===== src/rtl/fpa_pkg.sv =====
// fpa_pkg: shared widths, operation codes and the pipeline stage record
// for the fixed-point unit; no dependencies
package fpa_pkg;

  localparam int unsigned DATA_WIDTH = 32;
  localparam int unsigned FRAC_BITS  = 8;
  localparam int unsigned FUNC_WIDTH = 5;
  // one quotient bit per cell: integer part plus fraction
  localparam int unsigned QUOT_WIDTH = DATA_WIDTH + FRAC_BITS;
  localparam int unsigned PROD_WIDTH = 2 * DATA_WIDTH;

  typedef enum logic [FUNC_WIDTH-1:0] {
    FN_ADD      = 5'd0,
    FN_SUB      = 5'd1,
    FN_MUL      = 5'd2,
    FN_DIV      = 5'd3,
    FN_LT       = 5'd4,
    FN_GT       = 5'd5,
    FN_LE       = 5'd6,
    FN_GE       = 5'd7,
    FN_EQ       = 5'd8,
    FN_NE       = 5'd9,
    FN_MIN      = 5'd10,
    FN_MAX      = 5'd11,
    FN_INC      = 5'd12,
    FN_DEC      = 5'd13,
    FN_TO_INT   = 5'd14,
    FN_FROM_INT = 5'd15,
    FN_SIGN     = 5'd16
  } func_t;

  typedef struct packed {
    logic                  valid;
    logic                  is_div;
    logic                  neg;
    logic                  dz;
    logic                  flag;
    logic [DATA_WIDTH-1:0] res;
    logic [DATA_WIDTH:0]   rem;
    logic [QUOT_WIDTH-1:0] num;
    logic [DATA_WIDTH-1:0] den;
    logic [QUOT_WIDTH-1:0] quo;
  } stage_t;

endpackage


===== src/rtl/fpa_cell.sv =====
// fpa_cell: one restoring-division cell, settles one quotient bit and
// hands the record to its neighbour; depends on fpa_pkg
module fpa_cell (
  input  logic            clk,
  input  logic            rst_n,
  input  logic            en,
  input  fpa_pkg::stage_t stage_in,
  output fpa_pkg::stage_t stage_r
);
  localparam int unsigned DW = fpa_pkg::DATA_WIDTH;
  localparam int unsigned QW = fpa_pkg::QUOT_WIDTH;

  fpa_pkg::stage_t stage_nxt;
  logic [DW:0]     rem_sh;
  logic            ge;

  assign rem_sh = {stage_in.rem[DW-1:0], stage_in.num[QW-1]};
  assign ge     = rem_sh >= {1'b0, stage_in.den};

  always_comb begin
    stage_nxt     = stage_in;
    stage_nxt.rem = ge ? rem_sh - {1'b0, stage_in.den} : rem_sh;
    stage_nxt.num = {stage_in.num[QW-2:0], 1'b0};
    stage_nxt.quo = {stage_in.quo[QW-2:0], ge};
  end

  always_ff @(posedge clk) begin
    if (!rst_n) begin
      stage_r.valid <= 1'b0;
    end else if (en) begin
      stage_r <= stage_nxt;
    end
  end
endmodule


===== config.mk =====
export PLATFORM = sky130hd
export DESIGN_NAME = fpa_cell
export DESIGN_NICKNAME = d
export VERILOG_FILES = /design/src/rtl/fpa_pkg.sv /design/src/rtl/fpa_cell.sv
export SDC_FILE = /design/constraint.sdc
export NUM_CORES = 1
export LEC_CHECK = 0
export BUFFER_PORTS_ARGS = -buffer_cell sky130_fd_sc_hd__buf_4
export CAP_MARGIN = 20
export CORE_MARGIN = 1
export CORE_UTILIZATION = 40
export CTS_CLUSTER_DIAMETER = 100
export DETAILED_ROUTE_END_ITERATION = 10
export PLACE_DENSITY = 0.7
export SETUP_SLACK_MARGIN = 0.5
export SKIP_CTS_REPAIR_TIMING = 1
export SLEW_MARGIN = 20
export SYNTH_ARGS = -nofsm -noshare
export SYNTH_HDL_FRONTEND = slang
export SYNTH_SLANG_ARGS = --single-unit

===== constraint.sdc =====
create_clock -name clk -period 8.7 [get_ports clk]
set_input_delay 1.305 -clock clk [delete_from_list [all_inputs] [get_ports clk]]
set_output_delay 1.305 -clock clk [all_outputs]
set_load 0.02 [all_outputs]

Word-level counts from Yosys, hierarchy flattened. Index checks and enable logic that the tools add are counted. Widths: inputs -> output; s select.

Bits of input ports: 185. Output and inout bits: 182. Logic and storage cells: 14. Register bits: 181.

Order comparisons: 1. Mux-type cells: 1. Reduce and logical (&&, ||, !) cells: 1. $add $sub $neg: 1.

Operator list (number): $ge 33x32->1 (1); $mux 33 (1); $sub 33x32->33 (1); $reduce_and 2->1 (1).

Logic depth before layout (Yosys ltp).
Depth after elaboration: 2. Depth in mapped cells: 13.

Worst setup path before layout. No wires, ideal clock.

Kind: input to register. Start: input port en. End: register stage_r[0] in the netlist's numbering, enable pin. Arrival time: 5.397 ns. Buffers on the path: 0. Setup time: 0.561 ns. Setup slack: 2.742 ns. Cell stages on the path: 1. Data required time: 8.139 ns. Cell sequence: and2_1.

Cells in the longest elaborated chain, start to end: 1.

Ends and longest elaborated chain: start: declaration (line fpa_cell.sv:6) `input logic en,`; $reduce_and 2->1 (no line); end signal: assignment (line fpa_cell.sv:31) `stage_r <= stage_nxt;`; end: declaration (line fpa_cell.sv:8) `output fpa_pkg::stage_t stage_r`.

Every way passes these cells. A chain may end at the register's enable or synchronous reset.

==> results.py <==
metrics = {
    "sta": {
        "timing.final.max_slew_violations": 0,
        "setup_viol": 0,
        "worst_slack_ps": 4170,
        "rsz0062_at_grt": "false",
        "maxSlewHeadroom_pct": 29.7,
        "hold_violations": 0,
        "fin_skew_ps": 0,
        "tightest_slew_ps": 1050,
        "clock.fmax_mhz": 221,
        "final.setup.tns_ps": 0,
        "fin_crit_ps": 4530,
        "period_share_pct": 52.1,
    },
    "floorplanning": {
        "fp-row-count": 50,
        "die_y_um": 142,
        "die_x_um": 142,
        "core_um2": 19000,
        "dieArea_um2": 20300,
        "ios": 367,
        "initial_core_util_pct": 41.5,
    },
    "worst_setup_path": {
        "crit_type": "primary input to flip-flop",
        "cp_max_fo": 28,
        "cp.required_ps": 8880,
        "r2r_start": "stage_r[181]$_SDFFE_PN0P_",
        "endpoint_kind": "flip-flop",
        "rr_endpoint": "stage_r[181]$_SDFFE_PN0P_",
        "arrival_ps": 4710,
        "crit_buf_inv": 3,
        "cp_top_family": "compound AO/OA/AOI/OAI gates",
        "crit_slowest_cell": "a2111oi_4",
        "cp_cell_sequence": "buf_4 -> inv_1 -> ha_1 -> nor2b_1 -> o2111ai_1 -> a211oi_2 -> nor3_1 -> or4b_4 -> a2111oi_4 -> nor2_4 -> inv_6 -> mux2_2",
        "crit_path_start_kind": "primary input",
        "max_stage_delay_ps": 670,
        "reg2regPathDepth": 2,
        "r2r_slack_ps": 8070,
    },
    "yosys": {
        "syn_avg_cell_area_um2": 14.9,
        "synthTopCellsByArea": "edfxtp_1 69%, ha_1 5.1%, a21oi_1 2.5%",
        "synthArstFlopShare_pct": 0,
        "synth_seq_area_share_pct": 68.8,
        "ys_warn_count": 0,
        "synth.distinct_cells": 58,
        "ys_ff_latch": 181,
        "synth_commonest_cells": "180 x edfxtp_1, 41 x inv_1, 39 x a21oi_1",
        "synth_top_area_cell": "edfxtp_1",
        "synthesis.area_um2": 7890,
        "synth_fp_nets": 747,
        "yosysTopAreaCellShare_pct": 68.5,
        "syn_inst": 529,
        "post-synth-top-count-cell": "edfxtp_1",
        "ys.flop_type": "edfxtp_1",
        "synth_edf_count": 180,
    },
    "min_path": {
        "worstHoldPathCells": 2,
        "hold_end": "stage_r[181]$_SDFFE_PN0P_",
        "holdCritPathClass": "flip-flop to flip-flop",
        "min_from": "stage_r[181]$_SDFFE_PN0P_",
    },
    "grt": {
        "grt_first_pass_wirelength_mm": 33.9,
        "grt_max_degree": 83,
        "antenna_found_initial": 3,
        "grt_pass1_vias": 5731,
        "grt-ovfl-total": 0,
        "grtUsageTotal_pct": 23.4,
    },
    "final_layout": {
        "area_growth_pct": 45.6,
        "fill_cells": 1587,
        "regMostFlops": "stage_r",
        "largest_register_ff_count": 181,
        "reg_top3": "stage_r x181",
        "final_nets": 1120,
        "drive_above_1_share_pct": 46.1,
    },
    "route": {
        "first_iter_violations": 290,
        "drt_wl_total_mm": 24.3,
        "num_vias": 5882,
        "drt-pass1-iter-count": 5,
        "wl_per_cell_um": 20.7,
        "viasPerCell": 5.00,
        "antenna_left": 0,
        "drc": 0,
    },
    "power_and_ir_drop": {
        "ir_drop_uv": 134,
        "p_per_area_nw_per_um2": 200,
        "finalPower_mw": 2.29,
        "leakage_nw": 4.93,
    },
    "placement": {
        "io_buffers": 363,
        "pre_cts_slack_ps": 3710,
        "gp_congestion": 0.833,
        "hpwl_mm": 18.9,
    },
    "clock_network": {
        "clkSlewWorstSetupHoldPaths_ps": 80,
        "root_buffer": "clkbuf_16",
        "cts_max_level": 4,
        "cts_sinks": 181,
        "clk_path_buf_depth": 2,
        "clk_latency_ps": 440,
        "cts_tree": "yes",
        "cts_made_buffers": 17,
    },
    "run_status": {
        "status": "finished, final reports clean",
    },
    "run": {
        "cap_violations": 0,
    },
}
[tightest hold or removal path, stage by stage (launching register included)]
cell and delay (ps):
dfxtp_1 340, mux2i_1 130, nor2b_1 60
[cell usage in the layout (no fill, tap or decap), types with 16 or more instances in the layout]
| cell | n |
|---|---|
| buf_4 | 365 |
| edfxtp_1 | 180 |
| inv_1 | 41 |
| a21oi_1 | 39 |
| ha_1 | 32 |
| nor2_1 | 21 |
| nand2_1 | 20 |
| xnor2_1 | 18 |
| clkbuf_16 | 17 |
| a21o_1 | 16 |
[cell type report]
class | count | area (µm²) | share of cell area (%)
Tap cell | 260 | 325 | 2.83
Inverter | 42 | 163 | 1.42
Antenna cell | 2 | 5.00 | 0.0436
Clock inverter | 15 | 184 | 1.60
Clock buffer | 17 | 425 | 3.70
Multi-Input combinational cell | 295 | 2220 | 19.3
Timing Repair Buffer | 365 | 2740 | 23.9
Sequential cell | 181 | 5430 | 47.2
[where the power goes]
| group | internal (mW) | switching [mW] |
|---|---|---|
| sequential | 1.04 | 0.0177 |
| clock | 0.390 | 0.385 |
| combinational | 0.213 | 0.252 |
[worst max path at each step]
stage                                   endpoint  slack [ps]  depth (start not counted)         start
after CTS                 stage_r[115]$_DFFE_PP_        4170                         12  stage_in[41]
final                     stage_r[115]$_DFFE_PP_        4170                         12  stage_in[41]
after detailed placement  stage_r[119]$_DFFE_PP_        3710                         12  stage_in[41]
after floorplan             stage_r[0]$_DFFE_PP_        2740                          1            en
after global routing      stage_r[120]$_DFFE_PP_        4000                         12  stage_in[41]
after global placement    stage_r[117]$_DFFE_PP_        3710                         12  stage_in[41]
[logic make-up after synthesis]
group,Yosys count,share of synthesized area [%]
other,1,0.0475
muxes,21,3.46
AOI/OAI and AO/OA,118,10.1
xor gates and xnor gates,24,2.66
buffers and inverters,53,3.14
and+or+nand+nor,98,6.47
DFF,181,68.8
adders and majority gates,33,5.33
[stage by stage]
| stage | util [%] | area [µm²] | hold slack (ps) | std cells |
|---|---|---|---|---|
| final | 60.4 | 11500 | 574 | 1177 |
| after detailed placement | 57.2 | 10900 | 542 | 1143 |
| after CTS | 60.4 | 11500 | 562 | 1175 |
| after floorplan | - | 7890 | 589 | 529 |
| after global placement | 57.2 | 10900 | 537 | 1143 |
| after global routing | 60.4 | 11500 | 577 | 1175 |
[routing by layer]
metal	wire length [µm]	track usage (%)	vias up
met4	534	7.70	2
met3	2100	7.97	32
li1	-	-	2777
met1	9320	27.0	2847
met5	13	0	-
met2	12300	40.4	224
Note: power is estimated with default switching activity, not from simulation.
