--- config.mk ---
export PLATFORM = sky130hd
export DESIGN_NAME = fpa_front
export DESIGN_NICKNAME = d
export VERILOG_FILES = /design/src/rtl/fpa_pkg.sv /design/src/rtl/fpa_front.sv
export SDC_FILE = /design/constraint.sdc
export NUM_CORES = 2
export LEC_CHECK = 0
export BUFFER_PORTS_ARGS = -buffer_cell sky130_fd_sc_hd__buf_2
export CORE_UTILIZATION = 56
export CTS_CLUSTER_DIAMETER = 40
export DETAILED_ROUTE_END_ITERATION = 8
export PLACE_DENSITY_LB_ADDON = 0.25
export REMOVE_ABC_BUFFERS = 1
export SLEW_MARGIN = 40
export SYNTH_ARGS = -nofsm -noshare
export SYNTH_HDL_FRONTEND = slang
export SYNTH_SLANG_ARGS = --single-unit
--- constraint.sdc ---
create_clock -name clk -period 11.4 [get_ports clk]
set_clock_uncertainty 0.15 [all_clocks]
set_input_delay 2.28 -clock clk [delete_from_list [all_inputs] [get_ports clk]]
set_output_delay 2.28 -clock clk [all_outputs]
set_load 0.1 [all_outputs]
--- src/rtl/fpa_pkg.sv ---
// fpa_pkg: shared widths, operation codes and the pipeline stage record
// for the fixed-point unit; no dependencies
package fpa_pkg;

  localparam int unsigned DATA_WIDTH = 32;
  localparam int unsigned FRAC_BITS  = 8;
  localparam int unsigned FUNC_WIDTH = 5;
  // one quotient bit per cell: integer part plus fraction
  localparam int unsigned QUOT_WIDTH = DATA_WIDTH + FRAC_BITS;
  localparam int unsigned PROD_WIDTH = 2 * DATA_WIDTH;

  typedef enum logic [FUNC_WIDTH-1:0] {
    FN_ADD      = 5'd0,
    FN_SUB      = 5'd1,
    FN_MUL      = 5'd2,
    FN_DIV      = 5'd3,
    FN_LT       = 5'd4,
    FN_GT       = 5'd5,
    FN_LE       = 5'd6,
    FN_GE       = 5'd7,
    FN_EQ       = 5'd8,
    FN_NE       = 5'd9,
    FN_MIN      = 5'd10,
    FN_MAX      = 5'd11,
    FN_INC      = 5'd12,
    FN_DEC      = 5'd13,
    FN_TO_INT   = 5'd14,
    FN_FROM_INT = 5'd15,
    FN_SIGN     = 5'd16
  } func_t;

  typedef struct packed {
    logic                  valid;
    logic                  is_div;
    logic                  neg;
    logic                  dz;
    logic                  flag;
    logic [DATA_WIDTH-1:0] res;
    logic [DATA_WIDTH:0]   rem;
    logic [QUOT_WIDTH-1:0] num;
    logic [DATA_WIDTH-1:0] den;
    logic [QUOT_WIDTH-1:0] quo;
  } stage_t;

endpackage

--- src/rtl/fpa_front.sv ---
// fpa_front: entry stage, evaluates every operation except division and
// prepares the divider magnitudes; depends on fpa_pkg
module fpa_front (
  input  logic                               clk,
  input  logic                               rst_n,
  input  logic                               en,
  input  logic                               in_valid,
  input  logic [fpa_pkg::FUNC_WIDTH-1:0]     func,
  input  logic signed [fpa_pkg::DATA_WIDTH-1:0] a,
  input  logic signed [fpa_pkg::DATA_WIDTH-1:0] b,
  output fpa_pkg::stage_t                    stage_r
);
  localparam int unsigned DW = fpa_pkg::DATA_WIDTH;
  localparam int unsigned FB = fpa_pkg::FRAC_BITS;

  fpa_pkg::stage_t             stage_nxt;
  logic signed [fpa_pkg::PROD_WIDTH-1:0] prod;
  logic signed [DW-1:0]        round_adj;
  logic signed [DW-1:0]        to_int_sum;
  logic [DW-1:0]               a_mag;
  logic [DW-1:0]               b_mag;
  logic                        lt;
  logic                        gt;

  assign prod = fpa_pkg::PROD_WIDTH'(a) * fpa_pkg::PROD_WIDTH'(b);
  assign lt = a < b;
  assign gt = a > b;
  // bias negative values so the arithmetic shift truncates toward zero
  assign round_adj = a[DW-1] ? DW'((64'd1 << FB) - 64'd1) : '0;
  assign to_int_sum = a + round_adj;
  assign a_mag = a[DW-1] ? DW'(-a) : DW'(a);
  assign b_mag = b[DW-1] ? DW'(-b) : DW'(b);

  always_comb begin
    stage_nxt        = '0;
    stage_nxt.valid  = in_valid;
    stage_nxt.num    = {a_mag, {FB{1'b0}}};
    stage_nxt.den    = b_mag;
    stage_nxt.neg    = a[DW-1] ^ b[DW-1];
    unique case (func)
      fpa_pkg::FN_ADD:      stage_nxt.res = DW'(a + b);
      fpa_pkg::FN_SUB:      stage_nxt.res = DW'(a - b);
      fpa_pkg::FN_MUL:      stage_nxt.res = prod[FB+DW-1:FB];
      fpa_pkg::FN_DIV: begin
        stage_nxt.is_div = (b != '0);
        stage_nxt.dz     = (b == '0);
      end
      fpa_pkg::FN_LT:       stage_nxt.flag = lt;
      fpa_pkg::FN_GT:       stage_nxt.flag = gt;
      fpa_pkg::FN_LE:       stage_nxt.flag = !gt;
      fpa_pkg::FN_GE:       stage_nxt.flag = !lt;
      fpa_pkg::FN_EQ:       stage_nxt.flag = (a == b);
      fpa_pkg::FN_NE:       stage_nxt.flag = (a != b);
      fpa_pkg::FN_MIN:      stage_nxt.res = lt ? a : b;
      fpa_pkg::FN_MAX:      stage_nxt.res = gt ? a : b;
      fpa_pkg::FN_INC:      stage_nxt.res = DW'(a + 1);
      fpa_pkg::FN_DEC:      stage_nxt.res = DW'(a - 1);
      fpa_pkg::FN_TO_INT:   stage_nxt.res = DW'(to_int_sum >>> FB);
      fpa_pkg::FN_FROM_INT: stage_nxt.res = DW'(a << FB);
      fpa_pkg::FN_SIGN:     stage_nxt.flag = a[DW-1];
      default:              stage_nxt.res = '0;
    endcase
  end

  always_ff @(posedge clk) begin
    if (!rst_n) begin
      stage_r.valid <= 1'b0;
    end else if (en) begin
      stage_r <= stage_nxt;
    end
  end
endmodule

Word-level counts from Yosys, hierarchy flattened
Index checks and enable logic that the tools add are counted.
{"block": "op_classes", "n_addsub": 7, "n_mul": 1, "order_cmp": 2, "eq_ne": 18, "mux": 7, "n_bitwise": 1, "n_reduce_logical": 6}
{"operator": "$pmux W32 S9", "count": 1}
{"operator": "$mux W32", "count": 2}
{"operator": "$neg A32 Y32", "count": 2}
{"operator": "$mux W31", "count": 2}
{"operator": "$eq A5 B4 Y1 const B", "count": 8}
{"operator": "$mul A32 B32 Y40", "count": 1}
{"operator": "$add A32 B2 Y32 const B", "count": 1}
{"operator": "$add A32 B32 Y32", "count": 1}
{"operator": "$add A32 B9 Y32", "count": 1}
{"operator": "$eq A32 B32 Y1", "count": 1}
{"operator": "$gt A32 B32 Y1", "count": 1}
{"operator": "$logic_not A32 Y1", "count": 1}
{"operator": "$lt A32 B32 Y1", "count": 1}
{"operator": "$ne A32 B32 Y1", "count": 1}
{"operator": "$reduce_bool A32 Y1", "count": 1}
{"operator": "$sub A32 B2 Y32 const B", "count": 1}
{"operator": "$sub A32 B32 Y32", "count": 1}
{"operator": "$eq A5 B3 Y1 const B", "count": 4}
{"operator": "$eq A5 B2 Y1 const B", "count": 2}
{"operator": "$mux W8", "count": 1}
{"operator": "$pmux W1 S7", "count": 1}
{"operator": "$eq A5 B1 Y1 const B", "count": 1}
{"operator": "$eq A5 B5 Y1 const B", "count": 1}
{"operator": "$logic_not A5 Y1", "count": 1}
{"operator": "3 further kinds", "count": 4}
{"block": "word_totals", "ff_bits": 101, "in_bits": 73, "output_inout_bits": 182, "wordCells": 52}

Longest topological paths before layout
{"block": "depth", "depth_word": 3, "mapped_depth": 29, "depth_no_buf": 26}

Worst setup path after synthesis
No wires, ideal clock.
{"block": "synth_path", "kind": "input to register", "startpoint": "input a[11] (netlist bit)", "endpoint": "register stage_r[175] (netlist bit) (data pin)", "setup_ns": 0.271, "arrival_time_ns": 9.248, "setup_slack_ns": 1.731, "cell_stages": 28, "n_path_buf": 3, "path_cell_list": "clkbuf_1 > clkbuf_1 > clkbuf_1 > nand2_1 > fa_1 > fa_1 > inv_1 > fa_1 > inv_1 > fa_1 > inv_1 > ha_1 > ha_1 > fa_1 > inv_1 > fa_1 > inv_1 > ha_1 > a21o_1 > a221o_1 > a32oi_1 > nand3_1 > o211ai_1 > a31oi_1 > a311oi_1 > xnor2_1 > a211oi_1 > o211ai_1"}
{"item": "start: declaration", "line": "fpa_front.sv:9", "text": "input logic signed [fpa_pkg::DATA_WIDTH-1:0] a,"}
{"item": "end signal: assignment", "line": "fpa_front.sv:69", "text": "stage_r <= stage_nxt;"}
{"item": "end: declaration", "line": "fpa_front.sv:11", "text": "output fpa_pkg::stage_t stage_r"}

==> run_results.csv <==
group,metric,value,unit
die,die_y,249.2,microns
sta,relSlewSlack,39.64,%
detailed_routing,wl_per_cell,22.69,microns
die,initial_core_util,56.68,%
detailed_routing,drc_errors,0,
placed_design,dp_hpwl,82.20,mm
synth,synth_top_family_by_area,"adder cells",
synth,synthMuxAreaShare,0.8266,%
clock_tree,cts.hold.buffers_added,0,
clock_tree,ctsHtreeMaxLevel,3,
synth,synthXorXnorAreaFrac,6.119,%
synth,synth_compound_gate_area_share,8.621,%
sta,rsz0062_at_grt,"false",
global_routing,track_usage,34.54,%
synth,yosys_warnings,0,
placed_design,globalplace.congestion,1.002,
sta,setup_viol,0,
sta,max_freq,97.50,MHz
cells_and_area,fin_util,59.29,%
worst_hold_path,hold_class,"reg2reg",
sta,tns,0,ns
worst_setup_path,crit_path_max_fanout,25,
clock_tree,cts_sinks,101,
detailed_routing,drt-total-wl,105.1,mm
detailed_routing,ant_nets,0,
synth,ys_seq_area_share,8.837,%
worst_setup_path,endpoint_kind,"register",
cells_and_area,largest_reg_flops,101,
synth,ys_ff_latch,101,
clock_tree,clockBufferDepth,2,
placed_design,dp_slack,0.8819,ns
global_routing,grt_pass1_vias,28040,
synth,synthCells,3827,
flow_run,drv_cap,0,
clock_tree,numCtsBuffers,9,
cells_and_area,area_growth,4.612,%
clock_tree,worstSkewPairLatency,0.37,ns
synth,yosys.area_share.simple,16.83,%
detailed_routing,via_per_inst,5.816,
run_status,status,"complete, no violations",
cells_and_area,drive_gt1_share,7.482,%
clock_tree,cts-resized-gates,0,
detailed_routing,dr.pass1.iters,6,
worst_setup_path,required,11.36,ns
synth,synth.top_cell.area_share,37.69,%
synth,synthTopCellsByArea,"fa_1 (38%), ha_1 (9.0%), edfxtp_1 (8.8%)",
cells_and_area,fin_area,35790,sq um
detailed_routing,num_vias,26940,
sta,slew_viol_final,0,
sta,worst_pin_slew,0.9053,ns
worst_setup_path,critical_path_class,"in2reg",
clock_tree,cts_root_buf,"clkbuf_16",
clock_tree,post_cts_buffers,0,
detailed_routing,initialDrtViolationCount,2113,
global_routing,grt_antenna_before_repair,1,
synth,synthAdderAreaFrac,46.68,%
sta,layout_min_cycle_time,10.26,ns
die,row_count,90,
cells_and_area,regMostFlops,"stage_r",
die,die_w,249.2,microns
clock_tree,path_clk_slew,0.09,ns
synth,synth_cell_type_count,82,
placed_design,port_buffers,173,
synth,synth_top_area_cell,"fa_1",
cells_and_area,largestRegisters,"stage_r (101)",
sta,finalHoldViolations,0,
synth,synthArstFlopShare,0,%
die,num_io_pins,255,
worst_setup_path,cpMostUsedCell,"fa_1",
global_routing,overflow,0,
sta,finalCritPeriodShare,89.97,%
synth,synth_ff_type,"edfxtp_1",
die,core_area,60360,sq um
global_routing,grt_max_degree,59,
synth,syn-cell-area,34210,sq um
global_routing,grt_pass1_wl,162.6,mm
worst_setup_path,arrival,10.22,ns
synth,syn-mean-instance-area,8.939,sq um
placed_design,dpl_cell_area,35400,sq um
clock_tree,cts_tree,"built",
cells_and_area,fin_nets,4807,
worst_setup_path,max_stage_delay,0.58,ns
synth,synth_edf_count,100,
die,die_area,62080,sq um
sta,layout_setup_ws,1.144,ns
worst_setup_path,startpoint_type,"primary input",
worst_setup_path,cp_slowest_cell,"a311oi_1",
layer usage:
metal  global-route usage [%]  part of all wire [%]  vias to the layer above
met1                    42.68                    38                    13660
met5                        0                     0                        -
met2                    59.24                    49                     1250
met3                    6.050                   8.6                      288
li1                         -                     -                    11750
met4                    15.24                   5.0                        0
final timing paths:
check                                   from      endpoint  slack (ns)  cells past startpoint
worst max-delay path                   b[13]  stage_r[175]        1.14                     26
worst min-delay path            stage_r[181]  stage_r[181]        0.39                      2
worst max register to register  stage_r[181]  stage_r[181]       10.65                      2
worst min register to register  stage_r[181]  stage_r[181]        0.39                      2
kinds of logic (layout without fill, tap and decap cells):
| logic type | after synthesis | count (layout) |
|---|---|---|
| flops | 101 | 101 |
| xor+xnor | 239 | 239 |
| buf+inv | 1016 | 958 |
| other cells | 1 | 82 |
| mux | 28 | 28 |
| compound gates | 435 | 435 |
| fa+ha+maj | 890 | 890 |
| simple gates | 1117 | 1117 |
stage by stage:
| stage | hold slack, ns | std cells |
|---|---|---|
| 2_1_floorplan | 0.8307 | 3595 |
| 3_3_place_gp | 0.3655 | 4611 |
| 3_5_place_dp | 0.3695 | 4613 |
| 4_1_cts | 0.3895 | 4629 |
| 5_1_grt | 0.4330 | 4631 |
| 6_report | 0.3896 | 4632 |
worst max-delay path: cells and delay by family:
family                     cells  cell delay, ns
adders and majority gates      9            3.70
AOI/OAI and AO/OA              7            2.24
buffers and inverters          6            1.12
and+or+nand+nor                3            0.71
xor gates and xnor gates       1            0.12
cell usage in the layout, fill, tap and decap left out, types with 14 or more instances in the layout:
cell	instances
mux2i_1	26
buf_2	170
o221ai_1	15
nor3_1	20
nand2b_1	24
a221o_1	20
nand2_1	380
nor2_1	125
nand3_1	47
o31ai_1	14
fa_1	644
xnor2_1	195
and2_1	403
a21oi_1	105
a221oi_1	14
or3_1	18
o21ai_0	79
xor2_1	44
nand4_1	24
conb_1	81
a31oi_1	16
a21o_1	50
edfxtp_1	100
inv_1	701
ha_1	246
buf_4	64
cell usage after synthesis, types with 79 or more instances:
library cell  number
and2_1           404
clkbuf_1         208
o21ai_0           79
a21oi_1          105
inv_1            701
nor2_1           128
edfxtp_1         100
nand2_1          380
fa_1             644
ha_1             246
xnor2_1          195
buf_4             82
final cells by class:
type,instances,area (sq um)
Fill cell,5398,24570
Sequential cell,101,3023
Clock buffer,9,225.2
Tap cell,782,978.4
Inverter,704,2643
Timing Repair Buffer,238,1441
Multi-Input combinational cell,2790,27380
Antenna cell,1,2.502
Clock inverter,7,93.84
Power is not shown: default switching activity piles up to over one toggle a cycle in this logic, so the estimate is an artifact.
